### src/segment_path_interpolator_core_assert.svh
// Assertion macros for the segment path interpolator.
// Used by the top level only; no other dependencies.
`ifndef SEGMENT_PATH_INTERPOLATOR_CORE_ASSERT_SVH
`define SEGMENT_PATH_INTERPOLATOR_CORE_ASSERT_SVH
`ifndef SYNTHESIS
// check that holds outside reset
`define SPI_ASSERT(lbl, prop, msg) \
  lbl: assert property (@(posedge clk_i) disable iff (!rst_ni) prop) else $error(msg);
// check that holds during reset as well
`define SPI_ASSERT_ALWAYS(lbl, prop, msg) \
  lbl: assert property (@(posedge clk_i) prop) else $error(msg);
`else
`define SPI_ASSERT(lbl, prop, msg)
`define SPI_ASSERT_ALWAYS(lbl, prop, msg)
`endif
`endif

### src/spi_pkg.sv
// Shared types, constants and command codes of the segment path interpolator.
// No dependencies.
package spi_pkg;

  localparam int unsigned SAMPLE_MAX_INT = 63;
  localparam logic [5:0]  SAMPLE_MAX     = 6'(SAMPLE_MAX_INT);
  localparam logic [31:0] SPACING_RESET  = 32'd16384;
  localparam logic [14:0] QUAT_ONE       = 15'd16384;

  // last count value of each iterative phase
  localparam logic [5:0] SQRT_LAST = 6'd33;
  localparam logic [5:0] DIVM_LAST = 6'd32;
  localparam logic [5:0] YDIV_LAST = 6'd26;

  typedef struct packed {
    logic signed [31:0] start_x;
    logic signed [31:0] start_y;
    logic signed [31:0] start_z;
    logic signed [31:0] end_x;
    logic signed [31:0] end_y;
    logic signed [31:0] end_z;
    logic               include_start;
  } seg_t;

  typedef struct packed {
    logic signed [31:0] pos_x;
    logic signed [31:0] pos_y;
    logic signed [31:0] pos_z;
    logic signed [15:0] quat_z;
    logic        [14:0] quat_w;
    logic               clipped;
    logic               last;
  } pose_t;

  typedef enum logic [3:0] {
    OP_NONE,
    OP_LOAD,
    OP_SQ0,
    OP_SQ1,
    OP_SQ2,
    OP_SQRT_LOAD,
    OP_SQRT_STEP,
    OP_SEARCH_INIT,
    OP_SEARCH,
    OP_DIVM_INIT,
    OP_DIVM_STEP,
    OP_YDIV_INIT,
    OP_YDIV_STEP,
    OP_YSAVE,
    OP_EMIT_INIT,
    OP_EMIT_STEP
  } op_e;

  typedef enum logic [4:0] {
    ST_IDLE,
    ST_SQ0,
    ST_SQ1,
    ST_SXY_LD,
    ST_SXY_RUN,
    ST_SQ2,
    ST_SUM_LD,
    ST_SUM_RUN,
    ST_SRCH_LD,
    ST_SRCH,
    ST_DIVM_LD,
    ST_DIVM_RUN,
    ST_YDIV_LD,
    ST_YDIV_RUN,
    ST_YSQ_LD,
    ST_YSQ_RUN,
    ST_YSAVE,
    ST_EMIT_LD,
    ST_SKIP,
    ST_EMIT
  } st_e;

  typedef struct packed {
    op_e  op;
    logic side;    // 0: quat_w, 1: quat_z
    logic sq_src;  // 0: square accumulator, 1: yaw quotient
  } cmd_t;

  typedef struct packed {
    logic search_done;
    logic xy_zero;
    logic last;
  } status_t;

endpackage

### src/spi_ctrl.sv
// Sequencer of the segment path interpolator: phase order and step counts.
// Depends on spi_pkg.
module spi_ctrl (
  input  logic             clk_i,
  input  logic             rst_ni,
  input  logic             in_valid_i,
  input  logic             include_start_i,
  output logic             in_ready_o,
  output logic             out_valid_o,
  input  logic             out_ready_i,
  input  spi_pkg::status_t status_i,
  output spi_pkg::cmd_t    cmd_o
);

  spi_pkg::st_e state_q, state_d;
  logic [5:0]   cnt_q, cnt_d;
  logic         side_q, side_d;

  // state, step counter, yaw side
  always_ff @(posedge clk_i or negedge rst_ni) begin
    if (!rst_ni) begin
      state_q <= spi_pkg::ST_IDLE;
      cnt_q   <= '0;
      side_q  <= 1'b0;
    end else begin
      state_q <= state_d;
      cnt_q   <= cnt_d;
      side_q  <= side_d;
    end
  end

  // next state and commands
  always_comb begin
    state_d     = state_q;
    cnt_d       = cnt_q;
    side_d      = side_q;
    cmd_o.op    = spi_pkg::OP_NONE;
    cmd_o.side  = side_q;
    cmd_o.sq_src = 1'b0;
    in_ready_o  = 1'b0;
    out_valid_o = 1'b0;
    case (state_q)
      spi_pkg::ST_IDLE: begin
        in_ready_o = 1'b1;
        if (in_valid_i) begin
          cmd_o.op = spi_pkg::OP_LOAD;
          state_d  = spi_pkg::ST_SQ0;
        end
      end
      spi_pkg::ST_SQ0: begin
        cmd_o.op = spi_pkg::OP_SQ0;
        state_d  = spi_pkg::ST_SQ1;
      end
      spi_pkg::ST_SQ1: begin
        cmd_o.op = spi_pkg::OP_SQ1;
        state_d  = spi_pkg::ST_SXY_LD;
      end
      spi_pkg::ST_SXY_LD: begin
        cmd_o.op = spi_pkg::OP_SQRT_LOAD;
        cnt_d    = '0;
        state_d  = spi_pkg::ST_SXY_RUN;
      end
      spi_pkg::ST_SXY_RUN: begin
        cmd_o.op = spi_pkg::OP_SQRT_STEP;
        cnt_d    = cnt_q + 6'd1;
        if (cnt_q == spi_pkg::SQRT_LAST) state_d = spi_pkg::ST_SQ2;
      end
      spi_pkg::ST_SQ2: begin
        cmd_o.op = spi_pkg::OP_SQ2;
        state_d  = spi_pkg::ST_SUM_LD;
      end
      spi_pkg::ST_SUM_LD: begin
        cmd_o.op = spi_pkg::OP_SQRT_LOAD;
        cnt_d    = '0;
        state_d  = spi_pkg::ST_SUM_RUN;
      end
      spi_pkg::ST_SUM_RUN: begin
        cmd_o.op = spi_pkg::OP_SQRT_STEP;
        cnt_d    = cnt_q + 6'd1;
        if (cnt_q == spi_pkg::SQRT_LAST) state_d = spi_pkg::ST_SRCH_LD;
      end
      spi_pkg::ST_SRCH_LD: begin
        cmd_o.op = spi_pkg::OP_SEARCH_INIT;
        state_d  = spi_pkg::ST_SRCH;
      end
      spi_pkg::ST_SRCH: begin
        cmd_o.op = spi_pkg::OP_SEARCH;
        if (status_i.search_done) state_d = spi_pkg::ST_DIVM_LD;
      end
      spi_pkg::ST_DIVM_LD: begin
        cmd_o.op = spi_pkg::OP_DIVM_INIT;
        cnt_d    = '0;
        state_d  = spi_pkg::ST_DIVM_RUN;
      end
      spi_pkg::ST_DIVM_RUN: begin
        cmd_o.op = spi_pkg::OP_DIVM_STEP;
        cnt_d    = cnt_q + 6'd1;
        side_d   = 1'b0;
        if (cnt_q == spi_pkg::DIVM_LAST) begin
          state_d = status_i.xy_zero ? spi_pkg::ST_EMIT_LD : spi_pkg::ST_YDIV_LD;
        end
      end
      spi_pkg::ST_YDIV_LD: begin
        cmd_o.op = spi_pkg::OP_YDIV_INIT;
        cnt_d    = '0;
        state_d  = spi_pkg::ST_YDIV_RUN;
      end
      spi_pkg::ST_YDIV_RUN: begin
        cmd_o.op = spi_pkg::OP_YDIV_STEP;
        cnt_d    = cnt_q + 6'd1;
        if (cnt_q == spi_pkg::YDIV_LAST) state_d = spi_pkg::ST_YSQ_LD;
      end
      spi_pkg::ST_YSQ_LD: begin
        cmd_o.op     = spi_pkg::OP_SQRT_LOAD;
        cmd_o.sq_src = 1'b1;
        cnt_d        = '0;
        state_d      = spi_pkg::ST_YSQ_RUN;
      end
      spi_pkg::ST_YSQ_RUN: begin
        cmd_o.op = spi_pkg::OP_SQRT_STEP;
        cnt_d    = cnt_q + 6'd1;
        if (cnt_q == spi_pkg::SQRT_LAST) state_d = spi_pkg::ST_YSAVE;
      end
      spi_pkg::ST_YSAVE: begin
        cmd_o.op = spi_pkg::OP_YSAVE;
        side_d   = 1'b1;
        state_d  = side_q ? spi_pkg::ST_EMIT_LD : spi_pkg::ST_YDIV_LD;
      end
      spi_pkg::ST_EMIT_LD: begin
        cmd_o.op = spi_pkg::OP_EMIT_INIT;
        state_d  = include_start_i ? spi_pkg::ST_EMIT : spi_pkg::ST_SKIP;
      end
      spi_pkg::ST_SKIP: begin
        // step from sample zero to sample one
        cmd_o.op = spi_pkg::OP_EMIT_STEP;
        state_d  = spi_pkg::ST_EMIT;
      end
      spi_pkg::ST_EMIT: begin
        out_valid_o = 1'b1;
        if (out_ready_i) begin
          if (status_i.last) state_d = spi_pkg::ST_IDLE;
          else               cmd_o.op = spi_pkg::OP_EMIT_STEP;
        end
      end
      default: state_d = spi_pkg::ST_IDLE;
    endcase
  end

endmodule

### config.mk
export PLATFORM = sky130hd
export DESIGN_NAME = spi_ctrl
export DESIGN_NICKNAME = d
export VERILOG_FILES = /design/src/segment_path_interpolator_core_assert.svh /design/src/spi_pkg.sv /design/src/spi_ctrl.sv
export SDC_FILE = /design/constraint.sdc
export NUM_CORES = 1
export LEC_CHECK = 0
export ABC_AREA = 1
export BUFFER_PORTS_ARGS = -buffer_cell sky130_fd_sc_hd__buf_2
export CAP_MARGIN = 20
export CORE_MARGIN = 5
export CORE_UTILIZATION = 55
export CTS_CLUSTER_SIZE = 25
export DETAILED_ROUTE_END_ITERATION = 8
export PLACE_DENSITY_LB_ADDON = 0.2
export SYNTH_ARGS = -nofsm -noshare
export SYNTH_HDL_FRONTEND = slang
export SYNTH_SLANG_ARGS = --single-unit
### constraint.sdc
create_clock -name clk_i -period 2.86 [get_ports clk_i]
set_clock_uncertainty 0.2 [all_clocks]
set_input_delay 0.143 -clock clk_i [delete_from_list [all_inputs] [get_ports clk_i]]
set_output_delay 0.143 -clock clk_i [all_outputs]
set_load 0.02 [all_outputs]
Word-level counts from Yosys, hierarchy flattened
Index checks and enable logic that the tools add are counted.

Register bits after elaboration: 12. Output and inout port bits: 8. Logic and storage cells: 65.

$add $sub $neg: 1. Eq/ne operators: 31. Multiplexer cells: 22. Reduce and logical (&&, ||, !) cells: 8.

Operator list (number): $pmux W5 S20 (1); $pmux W4 S16 (1); $mux W5 (11); $eq A5 B4 Y1 const B (8); $eq A5 B3 Y1 const B (4); $eq A5 B5 Y1 const B (4); $ne A2 B2 Y1 const B (9); $eq A6 B6 Y1 const B (2); $pmux W6 S2 (1); $eq A5 B2 Y1 const B (2); $reduce_or A5 Y1 (2); $reduce_and A9 Y1 (1); $mux W4 (2); $add A6 B1 Y6 const B (1); $eq A6 B5 Y1 const B (1); $reduce_or A3 Y1 (2); $eq A5 B1 Y1 const B (1); $logic_not A5 Y1 (1); $mux W1 (5); $reduce_bool A2 Y1 (2); $pmux W1 S2 (1).

Longest topological paths before layout
Word-level depth: 3. Mapped depth: 11. Depth with buffers taken out: 11.

Worst setup path before layout
Ideal clock, no wire load.

Path kind: reg-to-output. Start point: reg state_q[4]. End point: out cmd_o[4] in the netlist's numbering. Data arrival time: 1.402 ns. Required time: 2.517 ns. Path slack: 1.115 ns. Cell stages (with the launch flop): 7. Path buffers: 1. Path through: dfrtp_1 buf_6 inv_2 nand3_2 nor2_1 nor2_1 nand4_1.

RTL lines: start: declaration (line spi_ctrl.sv:15) `spi_pkg::st_e state_q, state_d;`; start signal: assignment (line spi_ctrl.sv:22) `state_q <= spi_pkg::ST_IDLE;`; start signal: assignment (line spi_ctrl.sv:26) `state_q <= state_d;`; end: declaration (line spi_ctrl.sv:12) `output spi_pkg::cmd_t cmd_o`.

==> flow_metrics.env <==
export IMPL_status="finished clean"
export IMPL_wl_per_cell_um=12.7
export IMPL_die_area_sq_mm=0.00345
export IMPL_synth_edf_count=0
export IMPL_maxSlewHeadroom=0.680
export IMPL_synth_top_family_by_area="simple AND/OR/NAND/NOR gates"
export IMPL_io_buffers=15
export IMPL_grt_setup_unrepaired="no"
export IMPL_fin_crit_ns=2.24
export IMPL_synth_area_sq_mm=0.00131
export IMPL_cts_tree="built"
export IMPL_ys_seq_area_frac=0.230
export IMPL_drt_iter0_markers=64
export IMPL_clock_sinks=12
export IMPL_cpLargestDelayFamily="flip-flops"
export IMPL_path_clk_slew_ns=0.08
export IMPL_hold_class="input pin to flip-flop"
export IMPL_clkPwrFrac=0.075
export IMPL_postSynth_topFlopCell="dfrtp_1"
export IMPL_drc=0
export IMPL_synthXorXnorAreaFrac=0.0134
export IMPL_worst_slew_pin_slew_ns=0.480
export IMPL_grt_max_degree=13
export IMPL_netSwitchingPower_mw=0.837
export IMPL_final_setup_tns_ns=0
export IMPL_cts_setup_buffers=0
export IMPL_finalNonFillerCells=243
export IMPL_slowest_stage="dfrtp_1"
export IMPL_syn_nets=213
export IMPL_synthMuxAreaShare=0
export IMPL_synth_compound_area_frac=0.0412
export IMPL_synth_simple_area_share=0.556
export IMPL_grt_pass1_wl_mm=5.53
export IMPL_ant_nets=0
export IMPL_cts_buffer_depth=2
export IMPL_setup_violations=0
export IMPL_cp_start_kind="flip-flop"
export IMPL_numCtsBuffers=3
export IMPL_initial_utilization=0.584
export IMPL_antenna_found_initial=0
export IMPL_place_inst=239
export IMPL_crit_fanout=9
export IMPL_pwr_share_seq=0.250
export IMPL_max_freq_ghz=0.447
export IMPL_report_final_slew_viol_count=0
export IMPL_dp_hpwl_mm=2.56
export IMPL_worst_skew_pair_late_latency_ns=0.27
export IMPL_cts_max_level=1
export IMPL_worstPathRequired_ns=2.52
export IMPL_p_total_mw=1.43
export IMPL_synthAdderAreaFrac=0.0384
export IMPL_avgViaCountPerCell=5.29
export IMPL_cts_hold_buf=1
export IMPL_antenna_cells=0
export IMPL_fin_nets=229
export IMPL_worst_setup_path_end_kind="primary output"
export IMPL_root_buffer="clkbuf_4"
export IMPL_fillerInstances=205
export IMPL_cap_viol_max_count=0
export IMPL_ys_warn_count=0
export IMPL_grt_overflow_total=0
export IMPL_leakage_nw=0.794
export IMPL_swShare=0.585
export IMPL_cp_num_buf_inv=3
export IMPL_cp_arrival_ns=1.89
export IMPL_fin_crit_sh=0.782
export IMPL_drive_above_1_share=0.228
export IMPL_firstDrtPassIters=4
export IMPL_comb_power_share=0.675
export IMPL_area_growth_pct=6.90
export IMPL_first_global_vias=1266
export IMPL_async_reset_ff_frac=1.00
export IMPL_intPower_mw=0.594
export IMPL_coreArea_sq_mm=0.00223
export IMPL_finalWirelength_mm=3.08
export IMPL_max_stage_delay_ns=0.62
export IMPL_ios=16
export IMPL_hold_viol_final=0
export IMPL_ys_types=26
export IMPL_syn_inst=201
export IMPL_vdd_drop_max_uv=624
export IMPL_grt_usage=0.205
export IMPL_ys_ff_latch=12
export IMPL_die_y_um=58.7
export IMPL_rows=17
export IMPL_path_class="flip-flop to primary output"
export IMPL_p_per_area_mw_per_mm2=1030
export IMPL_via_count=1286
export IMPL_die_w_um=58.7
export IMPL_hold_worst_slack_ns=0.0479
export IMPL_postSynthAreaPerCell_sq_um=6.49
export IMPL_crit_chain="inv_2, nand3_2, inv_1, nand2_1, o21ai_0, nor3_1, nand3_1, buf_2"
export IMPL_gp_congestion=0.983
export IMPL_cts_resized=0
-- power groups by stage --
stage | combinational (mW) | sequential (mW) | clock (mW)
final | 0.965 | 0.357 | 0.108
after global routing | 1.09 | 0.368 | 0.121
after CTS | 0.967 | 0.354 | 0.108
after detailed placement | 0.963 | 0.357 | 0
after global placement | 0.948 | 0.353 | 0
after floorplan | 0.865 | 0.273 | 0
-- cells by family after synthesis --
logic type,count (synthesis)
buffers and inverters,33
XOR/XNOR,2
AO/OA/AOI/OAI,9
flip-flops,12
AND/OR/NAND/NOR,141
adder cells (fa/ha/maj),4
-- area by class of cell --
cell class                 count  area [sq um]  share of cell area
inverter                      28           105              0.0753
timing repair buffer          16          85.1              0.0610
sequential                    12           300               0.215
multi-input combinational    156           847               0.607
tap                           28          35.0              0.0251
clock buffer                   3          22.5              0.0161
-- placed cells by master, fill, tap and decap left out --
cell type / count
a21oi_1: 2
a21oi_2: 1
a31oi_1: 1
buf_2: 15
clkbuf_4: 3
dfrtp_1: 12
dlygate4sd3_1: 1
ha_1: 4
inv_1: 23
inv_2: 5
nand2_1: 55
nand2_2: 6
nand2_4: 4
nand2_8: 1
nand3_1: 29
nand3_2: 1
nand3b_1: 2
nand4_1: 4
nor2_1: 24
nor2_2: 4
nor2_4: 8
nor3_1: 2
o21ai_0: 3
o21ai_1: 1
o221ai_1: 1
or2_2: 1
xor2_1: 2
-- through the flow --
| step | cell area (sq um) | setup WS, ns | util |
|---|---|---|---|
| 6_report | 1400 | 0.624 | 0.625 |
| 5_1_grt | 1400 | 0.432 | 0.625 |
| 4_1_cts | 1400 | 0.648 | 0.625 |
| 3_5_place_dp | 1360 | 0.954 | 0.610 |
| 3_3_place_gp | 1360 | 0.951 | 0.610 |
| 2_1_floorplan | 1310 | 1.11 | - |
-- layer usage --
metal / global-route usage / vias up / share of wire
met2: 0.324 / 59 / 0.45
met5: 0 / - / 0
met4: 0.0712 / 0 / 0.014
li1: - / 665 / -
met3: 0.0373 / 6 / 0.079
met1: 0.279 / 556 / 0.46
-- worst reg2reg max path, cell delays in order (launching register included) --
cell and delay [ns]:
dfrtp_1 0.62, inv_2 0.17, nand3_2 0.18, nor2_1 0.08, nand2_1 0.08, nand2_2 0.07
nor2_4 0.19, nand2_4 0.08, nand2_1 0.07, nand2_1 0.05
-- flip-flops by register name, indices dropped and copies added (netlist names) --
signal,count
cnt_q,6
side_q,1
state_q,5
-- final timing paths --
check	from	end	slack (ns)	depth (start not counted)
hold reg to reg	cnt_q[5]$_DFFE_PN0P_	cnt_q[5]$_DFFE_PN0P_	0.37	2
max in group asynchronous	rst_ni	state_q[4]$_DFFE_PN0P_	2.15	2
hold / removal	status_i[0]	state_q[4]$_DFFE_PN0P_	0.05	4
min in group asynchronous	rst_ni	cnt_q[2]$_DFFE_PN0P_	0.08	2
setup / recovery	state_q[4]$_DFFE_PN0P_	cmd_o[2]	0.62	8
setup reg to reg	state_q[4]$_DFFE_PN0P_	state_q[1]$_DFFE_PN0P_	0.99	9
-- synthesized netlist by cell type, types with 2 or more instances --
cell type,n,share of area
nand2_1,55,0.16
nand3_1,29,0.11
nor2_1,24,0.069
inv_1,23,0.066
dfrtp_1,12,0.23
nor2_4,8,0.069
nand2_2,6,0.029
inv_2,5,0.014
buf_6,4,0.035
ha_1,4,0.038
nand2_4,4,0.035
nand4_1,4,0.019
nor2_2,4,0.019
o21ai_0,3,0.012
a21oi_1,2,0.0077
nand3b_1,2,0.012
nor3_1,2,0.0077
xor2_1,2,0.013
Power figures use the tool's default switching activity.
